[src/rtl/core/omsa_pkg.sv]
// Shared constants, codes and types of the offset mean-square accumulator.
`default_nettype none

package omsa_pkg;

    // Field and datapath widths
    localparam int SAMPLE_W   = 16;
    localparam int FRAC_BITS  = 8;
    localparam int OFFSET_W   = 25;
    localparam int VOFF_W     = 24;
    localparam int DIFF_W     = 26;
    localparam int MAG_W      = DIFF_W;
    localparam int SQ_W       = 2 * MAG_W;
    localparam int SUM_W      = 60;
    localparam int WIN_W      = 13;
    localparam int CALIB_W    = 32;
    localparam int CNT_W      = 16;
    localparam int DIVIDEND_W = CALIB_W + FRAC_BITS;

    // Limits
    localparam int MAX_WINDOW = 4096;
    localparam int MAX_CALIB  = 65535;
    localparam logic [SUM_W-1:0] SUM_MAX = '1;

    // Mode codes
    localparam logic [1:0] MODE_MEASURE = 2'd0;
    localparam logic [1:0] MODE_CALIB   = 2'd1;
    localparam logic [1:0] MODE_FINISH  = 2'd2;

    // Register indexes
    localparam logic REG_WINDOW  = 1'b0;
    localparam logic REG_VOFFSET = 1'b1;

    // Lane control strobes
    typedef struct packed {
        logic load;
        logic square;
        logic accum;
        logic clear;
    } lane_ctrl_t;

endpackage

`default_nettype wire

[src/rtl/core/omsa_div.sv]
// Restoring divider, one quotient bit per cycle, for the offset average.
`default_nettype none

module omsa_div
    import omsa_pkg::*;
(
    input  wire logic                      clk,
    input  wire logic                      rst_n,
    input  wire logic                      start,
    input  wire logic signed [CALIB_W-1:0] dividend,
    input  wire logic [CNT_W-1:0]          divisor,
    output logic                           done,
    output logic signed [OFFSET_W-1:0]     quotient
);

    localparam int STEP_W = $clog2(DIVIDEND_W);
    localparam logic [STEP_W-1:0] LAST_STEP = STEP_W'(DIVIDEND_W - 1);

    logic [CNT_W-1:0]      rem_reg;
    logic [DIVIDEND_W-1:0] quo_reg;
    logic [CNT_W-1:0]      div_reg;
    logic [STEP_W-1:0]     step_reg;
    logic                  busy_reg;
    logic                  neg_reg;
    logic                  done_reg;
    logic [CALIB_W-1:0]    abs_dividend;
    logic [CNT_W:0]        shifted;
    logic                  fits;
    logic [DIVIDEND_W-1:0] signed_quo;

    assign abs_dividend = dividend[CALIB_W-1] ? (~dividend + 1'b1) : dividend;

    // One restoring step
    assign shifted = {rem_reg, quo_reg[DIVIDEND_W-1]};
    assign fits    = shifted >= {1'b0, div_reg};

    // Truncation toward zero: divide magnitudes, then restore the sign
    assign signed_quo = neg_reg ? (~quo_reg + 1'b1) : quo_reg;
    assign quotient   = signed_quo[OFFSET_W-1:0];
    assign done       = done_reg;

    // Control
    always_ff @(posedge clk or negedge rst_n)
    begin
        if (!rst_n)
        begin
            busy_reg <= 1'b0;
            done_reg <= 1'b0;
            step_reg <= '0;
        end
        else
        begin
            done_reg <= 1'b0;
            if (start)
            begin
                busy_reg <= 1'b1;
                step_reg <= '0;
            end
            else if (busy_reg)
            begin
                step_reg <= step_reg + 1'b1;
                if (step_reg == LAST_STEP)
                begin
                    busy_reg <= 1'b0;
                    done_reg <= 1'b1;
                end
            end
        end
    end

    // Datapath
    always_ff @(posedge clk)
    begin
        if (start)
        begin
            rem_reg <= '0;
            quo_reg <= {abs_dividend, {FRAC_BITS{1'b0}}};
            div_reg <= divisor;
            neg_reg <= dividend[CALIB_W-1];
        end
        else if (busy_reg)
        begin
            rem_reg <= fits ? CNT_W'(shifted - {1'b0, div_reg}) : CNT_W'(shifted);
            quo_reg <= {quo_reg[DIVIDEND_W-2:0], fits};
        end
    end

endmodule

`default_nettype wire

[config.mk]
export PLATFORM = sky130hd
export DESIGN_NAME = omsa_div
export DESIGN_NICKNAME = d
export VERILOG_FILES = /design/src/rtl/core/omsa_pkg.sv /design/src/rtl/core/omsa_div.sv
export SDC_FILE = /design/constraint.sdc
export NUM_CORES = 1
export LEC_CHECK = 0
export BUFFER_PORTS_ARGS = -buffer_cell sky130_fd_sc_hd__buf_4
export CAP_MARGIN = 20
export CORE_UTILIZATION = 40
export DETAILED_ROUTE_END_ITERATION = 12
export HOLD_SLACK_MARGIN = 0.03
export PLACE_DENSITY_LB_ADDON = 0.05
export SYNTH_ARGS = -nofsm -noshare
export SYNTH_HDL_FRONTEND = slang
export SYNTH_SLANG_ARGS = --single-unit
export TNS_END_PERCENT = 5
[constraint.sdc]
create_clock -name clk -period 6.5 [get_ports clk]
set_input_delay 0 -clock clk [delete_from_list [all_inputs] [get_ports clk]]
set_output_delay 0 -clock clk [all_outputs]
set_load 0.005 [all_outputs]
== Word level (Yosys, flattened, before mapping) ==
Index checks and enable logic that the tools add are counted.

* Add/subtract/negate cells: 4
* $mul: 0
* Div/mod/pow operators: 0
* Magnitude comparators: 1
* Equal/unequal tests: 1
* Shifts and indexed selects: 0
* Muxes and demuxes: 13
* Bitwise gates (word level): 2
* Reductions and logical operators: 1

{| class="wikitable"
|+ Operators with widths
! cell !! number
|-
| two-way mux 40 bit || 2
|-
| adder 32 x 1 -> 32 bit (second input constant) || 1
|-
| two-way mux 32 bit || 1
|-
| NOT 32 bit || 1
|-
| adder 25 x 1 -> 25 bit (second input constant) || 1
|-
| two-way mux 25 bit || 1
|-
| NOT 25 bit || 1
|-
| greater-or-equal comparator 17 x 16 -> 1 bit || 1
|-
| two-way mux 16 bit || 1
|-
| subtractor 16 bit || 1
|-
| two-way mux 6 bit || 2
|-
| adder 6 x 1 -> 6 bit (second input constant) || 1
|-
| == test 6 bit (second input constant) || 1
|-
| two-way mux 1 bit || 6
|-
| nonzero test 2 bit || 1
|}

* Register bits after elaboration: 81
* Latch bits: 0
* RAM bits: 0
* ROM bits: 0
* Output and inout bits: 26
* Word-level logic and storage cells: 30
* Memories: 0

== Logic depth before layout (Yosys ltp) ==
* Depth in word-level cells: 4
* Gate-level depth with buffers: 9

== Worst setup path before layout ==
Ideal clock, no wire load.

* Kind: input-to-reg
* Start point: input dividend[13]
* End point: register quo_reg[36], data pin
* Arrival time: 2.194 ns
* Slack: 4.043 ns
* Cell stages on the path: 6
* Cell sequence: or4_2 > or4_4 > or4_4 > o41ai_4 > xor2_1 > o21ai_1

* Cells in the longest elaborated chain, start to end: 4

{| class="wikitable"
|+ RTL lines
! item !! line !! source
|-
| from (decl) || omsa_div.sv:10 || <nowiki>input wire logic signed [CALIB_W-1:0] dividend,</nowiki>
|-
| NOT 32 bit || omsa_div.sv:31 || <nowiki>assign abs_dividend = dividend[CALIB_W-1] ? (~dividend + 1'b1) : dividend;</nowiki>
|-
| adder 32 x 1 -> 32 bit || omsa_div.sv:31 ||
|-
| two-way mux 32 bit || omsa_div.sv:31 ||
|-
| two-way mux 40 bit || omsa_div.sv:74 || <nowiki>if (start)</nowiki>
|-
| to (signal assigned) || omsa_div.sv:77 || <nowiki>quo_reg <= {abs_dividend, {FRAC_BITS{1'b0}}};</nowiki>
|-
| to (signal assigned) || omsa_div.sv:84 || <nowiki>quo_reg <= {quo_reg[DIVIDEND_W-2:0], fits};</nowiki>
|-
| to (decl) || omsa_div.sv:20 || <nowiki>logic [DIVIDEND_W-1:0] quo_reg;</nowiki>
|}

Every way passes these cells.
A chain may end at the register's enable or synchronous reset.

== Worst setup path in the final report ==
* Start point: input dividend[12]
* End point: register quo_reg[38], data pin

The elaborated chain is that of the path after synthesis.

==> reports/qor.txt <==
setup repair after global routing missed its margin = false
CP max stage delay = 590 ps
Compound-Gate Fraction of Synth Area = 20.0%
#FFs+latches synth = 81
Ys Warns = 0
initial antenna violation count = 0
Detailed Place HPWL = 8790 um
Worst path most repeated cell = or4_4
drt pass-1 iters = 5
Post-CTS Setup Inserts = 0
crit path launch = dividend[12]
crit end category = flop
Inserted Clock Buffers = 9
crit-path max FO = 6
Diodes inserted = 0
CTS clk-pin slew, worst paths = 60 ps
final hold violation count = 0
headroom to the max-slew limit = 29.8%
CP Buf/Inv Count = 2
XOR/XNOR Fraction of Synth Area = 11.2%
post-synthesis cell count = 556
post-CTS sizing = 0
fill cell count = 1203
nets@finish = 716
Critical Path AT = 2920 ps
Fmax = 351 MHz
die footprint = 13300 um2
gpl congestion = 0.842
average wire per standard cell = 15.2 um
simple-gate area share of the yosys netlist = 16.2%
number of hold buffers added after cts = 23
Clock Skews = 7.33 ps
crit share post-route = 43.8%
via count = 4442
layout cell share with drive strength beyond 1 = 16.9%
vias per inst = 5.40
CTS tree = built
final WL = 12500 um
VDD IR-drop max = 0.128 mV
Worst Hold Class = input pin to flop
initial core utilization = 40.9%
I/O pins = 77
max reg flops = 40
sequential share of the synthesized area = 41.8%
vias in the first global route = 4219
final core utilization = 51.0%
DRT iter0 DRCs = 210
setup TNS = 0 ps
Die H = 115 um
Total GRT Usage = 19.6%
num rows = 41
Slew Limit Fails = 0
CP max stage cell = or4_4
Hold Path Origin = dividend[18]
Final Critical Period = 2850 ps
antenna-violating nets left = 0
Die Wd = 115 um
Critical Path RT = 6570 ps
largest net degree at the start of global routing = 50
first-pass GRT wire length = 20200 um
Congestion Overflow GR = 0
status = finished clean
Worst-Skew Late Latency = 350 ps
Cell Chain, Critical Path = dlygate4sd3_1 > buf_4 > or4_1 > or4_4 > or4_4 > o31ai_1 > xor2_1 > o21ai_0
mux share of post-synthesis cell area = 1.95%
area of the mapped netlist = 5140 um2
MaxCap Viol Count = 0
clock tree buffer depth = 2
pwr dens = 299 nW/um2
adder-cell share of the synthesized area = 5.01%
Main synth FF type = edfxtp_1
Syn Nets = 627
largest family of logic cells by synthesized area = compound AO/OA/AOI/OAI gates
clock root cell = clkbuf_16
Synth cell types = 54
syn avg cell area = 9.25 um2
startpoint class of the critical path = input pin
Tot Pwr = 1.92 mW
Num Clock Sinks = 81
RR Startpoint = div_reg[2]
EDFF count, synth = 49
final-report setup violation count = 0
H-tree depth = 3
Slew @ Worst Pin = 1050 ps
ys async rst share = 9.88%
Synth-to-Final Area Change = 24.6%
total core area = 12600 um2
CP Class = input pin to flop
DRC viols = 0
hold_ws = 40.6 ps
leak pwr = 2.61 nW
Top delay family on crit path = simple AND/OR/NAND/NOR gates
number of port buffers = 76
-- layout make-up --
class	count	area, um2	area share [%]
flip-flops and latches	81	2150	33.6
multi-input cells	424	2800	43.7
inverters	26	97.6	1.52
repair buffers	103	831	13.0
well taps	172	215	3.36
clock inverters	2	35.0	0.547
clock buffers	14	274	4.28
-- kinds of logic (layout without fill, tap and decap cells) --
logic type	count (synthesis)	in the layout
DFF	81	81
adders and majority gates	20	20
buffers and inverters	51	145
and+or+nand+nor	172	172
xor gates and xnor gates	66	66
muxes	10	10
AOI/OAI and AO/OA	156	156
-- power by group --
group          total [mW]  switching [mW]  internal, mW  leakage, nW
sequential          0.694          0.0641         0.630        0.819
clock               0.532           0.203         0.329        0.153
combinational       0.689           0.375         0.314         1.64
total                1.92           0.643          1.27         2.61
-- per-stage QoR --
stage	instance area, um2	std cells	setup WS [ps]
final	6410	822	3650
after global routing	6410	822	3460
after CTS	6410	822	3670
after detailed placement	5870	783	3780
after global placement	5860	782	3820
after floorplan	5140	556	4040
-- layout by cell type (no fill, tap or decap), types with 10 or more instances in the layout --
cell and n:
inv_1 26, edfxtp_1 49, o21ai_0 64, mux2i_1 10, a21oi_1 17, buf_4 80
dfxtp_1 24, nor2_1 35, a22o_1 10, nand2_1 71, o31ai_1 21, xnor2_1 39
dlygate4sd3_1 23, nor3_1 12, xor2_1 27, ha_1 19
-- tightest hold or removal path: stages --
cell and delay, ps:
buf_4 90, xor2_1 50, o21ai_0 130
-- worst paths after layout --
| check | end | slack, ps | depth (start not counted) |
|---|---|---|---|
| worst max-delay path | quo_reg[38] | 3650 | 8 |
| worst min-delay path | quo_reg[26] | 40 | 3 |
| worst max register to register | rem_reg[5] | 3780 | 8 |
| worst min register to register | rem_reg[10] | 500 | 2 |
| max in group asynchronous | done | 5590 | 3 |
| min in group asynchronous | step_reg[3] | 640 | 3 |
-- metal layers --
| metal | part of all wire, % | vias to the layer above | global-route usage (%) |
|---|---|---|---|
| met2 | 47 | 92 | 31.8 |
| met5 | 0 | - | 0 |
| met4 | 2.2 | 0 | 9.44 |
| met3 | 3.5 | 17 | 3.85 |
| li1 | - | 2211 | - |
| met1 | 47 | 2122 | 25.0 |
-- synthesized netlist by cell type, types with 12 or more instances --
cell type  number  share of area, %
o31ai_1        21               3.1
xor2_1         27               4.6
a21oi_1        18               1.8
nand2_1        71               5.2
nor3_1         12               1.2
ha_1           19               4.6
dfxtp_1        24               9.3
inv_1          26               1.9
o21ai_0        64               6.2
xnor2_1        39               6.6
clkbuf_1       18               1.3
nor2_1         35               2.6
edfxtp_1       49                29
No activity file was read; power rests on OpenSTA's default activity.
