**config.mk**
```make
export PLATFORM = sky130hd
export DESIGN_NAME = omsa_lane
export DESIGN_NICKNAME = d
export VERILOG_FILES = /design/src/rtl/core/omsa_pkg.sv /design/src/rtl/core/omsa_lane.sv
export SDC_FILE = /design/constraint.sdc
export NUM_CORES = 2
export LEC_CHECK = 0
export CAP_MARGIN = 30
export CORE_MARGIN = 5
export CORE_UTILIZATION = 40
export CTS_BUF_LIST = sky130_fd_sc_hd__clkbuf_4
export DETAILED_ROUTE_END_ITERATION = 12
export DONT_BUFFER_PORTS = 1
export REMOVE_ABC_BUFFERS = 1
export SYNTH_ARGS = -nofsm -noshare
export SYNTH_HDL_FRONTEND = slang
export SYNTH_SLANG_ARGS = --single-unit
```
**constraint.sdc**
```tcl
create_clock -name clk -period 12.8 [get_ports clk]
set_input_delay 2.56 -clock clk [delete_from_list [all_inputs] [get_ports clk]]
set_output_delay 2.56 -clock clk [all_outputs]
set_load 0.1 [all_outputs]
```
**src/rtl/core/omsa_pkg.sv**
```systemverilog
// Shared constants, codes and types of the offset mean-square accumulator.
`default_nettype none

package omsa_pkg;

    // Field and datapath widths
    localparam int SAMPLE_W   = 16;
    localparam int FRAC_BITS  = 8;
    localparam int OFFSET_W   = 25;
    localparam int VOFF_W     = 24;
    localparam int DIFF_W     = 26;
    localparam int MAG_W      = DIFF_W;
    localparam int SQ_W       = 2 * MAG_W;
    localparam int SUM_W      = 60;
    localparam int WIN_W      = 13;
    localparam int CALIB_W    = 32;
    localparam int CNT_W      = 16;
    localparam int DIVIDEND_W = CALIB_W + FRAC_BITS;

    // Limits
    localparam int MAX_WINDOW = 4096;
    localparam int MAX_CALIB  = 65535;
    localparam logic [SUM_W-1:0] SUM_MAX = '1;

    // Mode codes
    localparam logic [1:0] MODE_MEASURE = 2'd0;
    localparam logic [1:0] MODE_CALIB   = 2'd1;
    localparam logic [1:0] MODE_FINISH  = 2'd2;

    // Register indexes
    localparam logic REG_WINDOW  = 1'b0;
    localparam logic REG_VOFFSET = 1'b1;

    // Lane control strobes
    typedef struct packed {
        logic load;
        logic square;
        logic accum;
        logic clear;
    } lane_ctrl_t;

endpackage

`default_nettype wire

```
**src/rtl/core/omsa_lane.sv**
```systemverilog
// One channel lane: offset subtract, square, saturating accumulate.
`default_nettype none

module omsa_lane
    import omsa_pkg::*;
(
    input  wire logic                       clk,
    input  wire logic                       rst_n,
    input  wire lane_ctrl_t                 ctrl,
    input  wire logic signed [SAMPLE_W-1:0] sample,
    input  wire logic signed [OFFSET_W-1:0] offset,
    output logic [SUM_W-1:0]                sum_next
);

    logic signed [DIFF_W-1:0] diff_reg;
    logic signed [DIFF_W-1:0] diff_next;
    logic signed [DIFF_W-1:0] scaled;
    logic signed [DIFF_W-1:0] off_ext;
    logic [MAG_W-1:0]         mag;
    logic [SQ_W-1:0]          sq_reg;
    logic [SUM_W-1:0]         sum_reg;
    logic [SUM_W:0]           sum_wide;

    // Sample moved to fixed point, offset removed
    assign scaled = {{(DIFF_W-SAMPLE_W-FRAC_BITS){sample[SAMPLE_W-1]}}, sample,
                     {FRAC_BITS{1'b0}}};
    assign off_ext   = {{(DIFF_W-OFFSET_W){offset[OFFSET_W-1]}}, offset};
    assign diff_next = scaled - off_ext;

    // Magnitude for the square
    assign mag = diff_reg[DIFF_W-1] ? MAG_W'(-diff_reg) : MAG_W'(diff_reg);

    // Saturating running sum
    assign sum_wide = {1'b0, sum_reg} + (SUM_W+1)'(sq_reg);
    assign sum_next = sum_wide[SUM_W] ? SUM_MAX : sum_wide[SUM_W-1:0];

    // Datapath stages
    always_ff @(posedge clk)
    begin
        if (ctrl.load)
        begin
            diff_reg <= diff_next;
        end
        if (ctrl.square)
        begin
            sq_reg <= mag * mag;
        end
    end

    // Accumulator
    always_ff @(posedge clk or negedge rst_n)
    begin
        if (!rst_n)
        begin
            sum_reg <= '0;
        end
        else if (ctrl.accum)
        begin
            sum_reg <= ctrl.clear ? '0 : sum_next;
        end
    end

endmodule

`default_nettype wire

```
* After elaboration in Yosys (flattened, before gate mapping) *
Index checks and enable logic that the tools add are counted.

storage, ports and cells
  bits in registers = 138
  output and inout port bits = 60
  bits of input ports = 47
  word-level logic and storage cells = 10

operators by class
  multipliers = 1
  muxes and demuxes = 3
  $add $sub $neg = 3

operators with widths
  cell                          count
  2-to-1 mux 60 bit             2
  adder 60 x 52 -> 61 bit       1
  multiplier 26 x 26 -> 52 bit  1
  2-to-1 mux 26 bit             1
  negation 26 bit               1
  subtractor 24 x 25 -> 26 bit  1

* Longest topological paths before layout *
  depth in word-level cells = 3
  gate-level depth with buffers = 37
  depth with buffers taken out = 33

* Worst setup path after synthesis *
OpenSTA, ideal clock, no wires.

  path kind = register -> register
  from = register diff_reg[0]
  to = register sq_reg[50], data pin
  data required time = 12.665 ns
  arrival time = 8.974 ns
  cell stages (with the launch flop) = 35
  setup time = 0.135 ns
  slack = 3.691 ns
  path buffers = 5
  period minus slack after synthesis = 9.109 ns
  cells stage by stage = edfxtp_1 clkbuf_1 clkinv_1 buf_1 ha_1 or3b_2 clkbuf_1 nor2_1 nor2b_1 xor2_1 clkbuf_1 nand2_1 fa_1 inv_1 fa_1 fa_1 fa_1 inv_1 fa_1 inv_1 fa_1 inv_1 fa_1 inv_1 ha_1 clkbuf_1 nand3_1 nor3_1 o21ai_0 nand3_1 a31oi_1 o31ai_1 a21oi_1 or4b_1 nand3_1

between the ends
  word-level cells in the longest chain between the ends = 3

RTL lines
  element                           line             RTL
  start, declared                   omsa_lane.sv:15  logic signed [DIFF_W-1:0] diff_reg;
  start signal, assigned            omsa_lane.sv:42  diff_reg <= diff_next;
  negation 26 bit                   omsa_lane.sv:31  assign mag = diff_reg[DIFF_W-1] ? MAG_W'(-diff_reg) : MAG_W'(diff_reg);
  2-to-1 mux 26 bit (*)             omsa_lane.sv:31
  multiplier 26 x 26 -> 52 bit (*)  omsa_lane.sv:46  sq_reg <= mag * mag;
  end signal, assigned              omsa_lane.sv:46
  end, declared                     omsa_lane.sv:20  logic [SQ_W-1:0] sq_reg;

Every way passes the cells marked *; elsewhere a longest branch is shown, timed or not.
A chain may end at the register's enable or synchronous reset.

* Worst setup path in the final report *
Same ends and word-level chain as after synthesis.

==> summary.md <==
| Metric | Value |
|---|---|
| H-tree depth | `4` |
| Final ANT Viol Nets | `0` |
| Slew Limit Headroom | `25.07%` |
| Reg clk slew, reported paths | `0.14 ns` |
| Top cell type's share of synthesized area | `35.76%` |
| Antenna violations before repair | `3` |
| P&R area growth vs syn | `6.081%` |
| Fmax | `between 0.09 and 0.1 GHz` |
| Vias | `21,010` |
| Hpwl dp | `roughly 63,000 um` |
| Flops & latches, synth | `137` |
| Layout Skew | `0.06541 ns` |
| Critical Path RT | `between 10 and 15 ns` |
| Final Hold Fails | `0` |
| Post-CTS Setup Bufs | `0` |
| DR iter-0 viols | `1,613` |
| Unrepaired setup endpoints after global routing | `false` |
| Post-synth EDFFs | `77` |
| Arr. time, crit path | `11.09 ns` |
| DRT Pass-1 Iters | `7` |
| Clk_lat worst skew | `0.70 ns` |
| DRC violations left | `0` |
| Gr usage total | `20.16%` |
| Worst Max-Slew Pin Slew | `1.120 ns` |
| Hold/Removal Path Class | `flop to flop` |
| Most used DFF post-synth | `edfxtp_1` |
| Clk Tree Root Cell | `clkbuf_4` |
| Total clock sinks | `roughly 140` |
| Number of max-cap violations | `0` |
| Run status | `completed` |
| Ports | `~110` |
| Setup CP Type | `flop to flop` |
| Starting Density | `40.23%` |
| Startpoint Class | `flop` |
| Fin area | `0.03040 mm2` |
| Synth top area cells | `fa_1, ha_1, inv_1, edfxtp_1, dfrtp_1` |
| Tcrit/Tclk final | `between 80 and 90%` |
| FFs w/ async S/R, synth | `43.80%` |
| CTS Buf Count | `17` |
| Crit Path Max Fanout | `18` |
| Setup TNS Final | `0 ns` |
| First-pass GRT wire length | `123,300 um` |
| Yosys cell types | `89` |
| DP Area | `about 0.03 mm2` |
| CP endpoint kind | `flop` |
| Synthesized cell area | `0.02866 mm2` |
| Final setup violation count | `0` |
| Fin. max-slew vios | `0` |
| Wire length per cell | `18.57 um` |
| Die footprint | `around 0.077 mm2` |
| # resized after CTS | `0` |
| CTS tree | `yes` |
| Ratio of cells with drive above 1 in the final layout | `4.419%` |
| Via density | `5.100` |
| Drt total wl | `76,510 um` |
| Hold WS | `0.5327 ns` |
| Clock Path Buffers | `2` |
| Rows | `98` |
| Core area | `a little over 0.07 mm2` |
| Hold_buf cts | `0` |
| I/O Buffers | `0` |
| Yosys top cell by area | `fa_1` |
| Nets@finish | `roughly 4,000` |
| RD Place Congestion | `roughly 0.94` |
| Seq/Total Area, Yosys | `between 10% and 20%` |
| Synth warn | `0` |
| Max FFs per register | `60` |
| Total grt overflow | `0` |
| Largest net degree at the start of global routing | `about 60` |
| Vias in the first global route | `21,870` |
| Clock period minus worst slack | `about 11 ns` |
| Syn_area_per_cell | `9.019 um2` |
| Die width | `277.7 um` |
| Die height | `277.7 um` |
| Mapped Cells | `3,178` |
[final timing paths]
path,from,endpoint,slack (ns),depth (start not counted)
max,diff_reg[0],sq_reg[50],2.26,26
min,sum_reg[2],sum_reg[2],0.53,1
max reg2reg,diff_reg[0],sq_reg[50],2.26,26
min reg2reg,sum_reg[2],sum_reg[2],0.53,1
max in group asynchronous,rst_n,sum_reg[33],11.08,0
min in group asynchronous,rst_n,sum_reg[52],1.53,0
[critical path: stages (launching register included)]
cell and delay (ns):
edfxtp_1 0.74, clkinv_1 0.82, ha_1 0.51, or3b_2 0.26
o21ai_0 0.11, xor2_1 0.89, inv_1 0.27, buf_4 0.30
nand2_1 0.45, fa_1 0.54, fa_1 0.46, fa_1 0.49
inv_1 0.05, fa_1 0.50, fa_1 0.43, fa_1 0.50
inv_1 0.05, fa_1 0.53, inv_1 0.06, ha_1 0.41
nand2_1 0.13, nor2_1 0.19, nand4_1 0.17, o31ai_1 0.68
a21oi_1 0.29, or4b_1 0.52, nand3_1 0.09
[metal layers]
| metal | vias up | wire [um] | part of all wire [%] | track usage (%) |
|---|---|---|---|---|
| met5 | - | 13 | 0.017 | 0 |
| li1 | 9923 | - | - | - |
| met4 | 2 | 1389 | 1.8 | 4.958 |
| met1 | 10250 | 34980 | 46 | 28.40 |
| met3 | 86 | 6402 | 8.4 | 5.698 |
| met2 | 750 | 33720 | 44 | 30.96 |
[metrics by stage]
step	util, %	worst slack [ns]	cells
6_report	42.68	2.256	4120
3_3_place_gp	41.75	2.693	4069
5_1_grt	42.68	1.869	4120
3_5_place_dp	42.24	2.390	4086
2_1_floorplan	-	3.589	3088
4_1_cts	42.67	2.374	4118
[cells in the final DEF (no fill, tap or decap), types with 32 or more instances in the layout]
cell type	Yosys	layout
a21o_1	60	60
a21oi_1	136	136
a22o_1	41	41
buf_4	2	32
dfrtp_1	60	60
edfxtp_1	77	77
fa_1	512	512
ha_1	262	262
inv_1	747	747
nand2_1	328	328
nand3_1	32	32
nand4_1	34	34
nor2_1	208	208
nor3_1	40	40
o21ai_0	89	83
xnor2_1	84	84
xor2_1	53	53
[cells by family after synthesis]
group                    synth area share [%]
adder cells (fa/ha/maj)                 47.20
AND/OR/NAND/NOR                         11.93
AO/OA/AOI/OAI                           11.18
buffers and inverters                   11.57
flip-flops                              13.31
other                                 0.02620
XOR/XNOR                                4.606
multiplexers                           0.1877
[cells in the mapped netlist, types with 6 or more instances]
| cell type | instances |
|---|---|
| a21oi_1 | 136 |
| buf_2 | 8 |
| and2_1 | 14 |
| o211ai_1 | 12 |
| nand4_1 | 34 |
| o21a_1 | 13 |
| o31a_1 | 8 |
| nand2_1 | 328 |
| a21o_1 | 60 |
| nand3_1 | 32 |
| edfxtp_1 | 77 |
| o31ai_1 | 12 |
| xnor2_1 | 84 |
| a22o_1 | 41 |
| inv_2 | 12 |
| nor4_1 | 8 |
| clkbuf_1 | 90 |
| a41oi_1 | 6 |
| fa_1 | 512 |
| ha_1 | 262 |
| o21bai_1 | 18 |
| nor2_1 | 208 |
| a31oi_1 | 17 |
| or3_1 | 7 |
| xor2_1 | 53 |
| dfrtp_1 | 60 |
| nor3_1 | 40 |
| o21ai_0 | 89 |
| nand2b_1 | 18 |
| and3_1 | 14 |
| inv_1 | 747 |
| or2_2 | 14 |
| a211oi_1 | 14 |
| nor2b_1 | 13 |
| a21boi_0 | 8 |
[area by class of cell]
| type | count | area, um2 |
|---|---|---|
| well taps | 950 | 1189 |
| multi-input cells | 2186 | 21630 |
| fillers | 7030 | 40840 |
| inverters | 765 | 2874 |
| repair buffers | 48 | 585.6 |
| diodes | 2 | 5.005 |
| clock inverters | 14 | 171.4 |
| flip-flops and latches | 137 | 3814 |
| clock buffers | 18 | 135.1 |
Power is left out: the tool's default activity adds up to more than one toggle a clock period on the data nets, which glitch-free logic cannot reach.
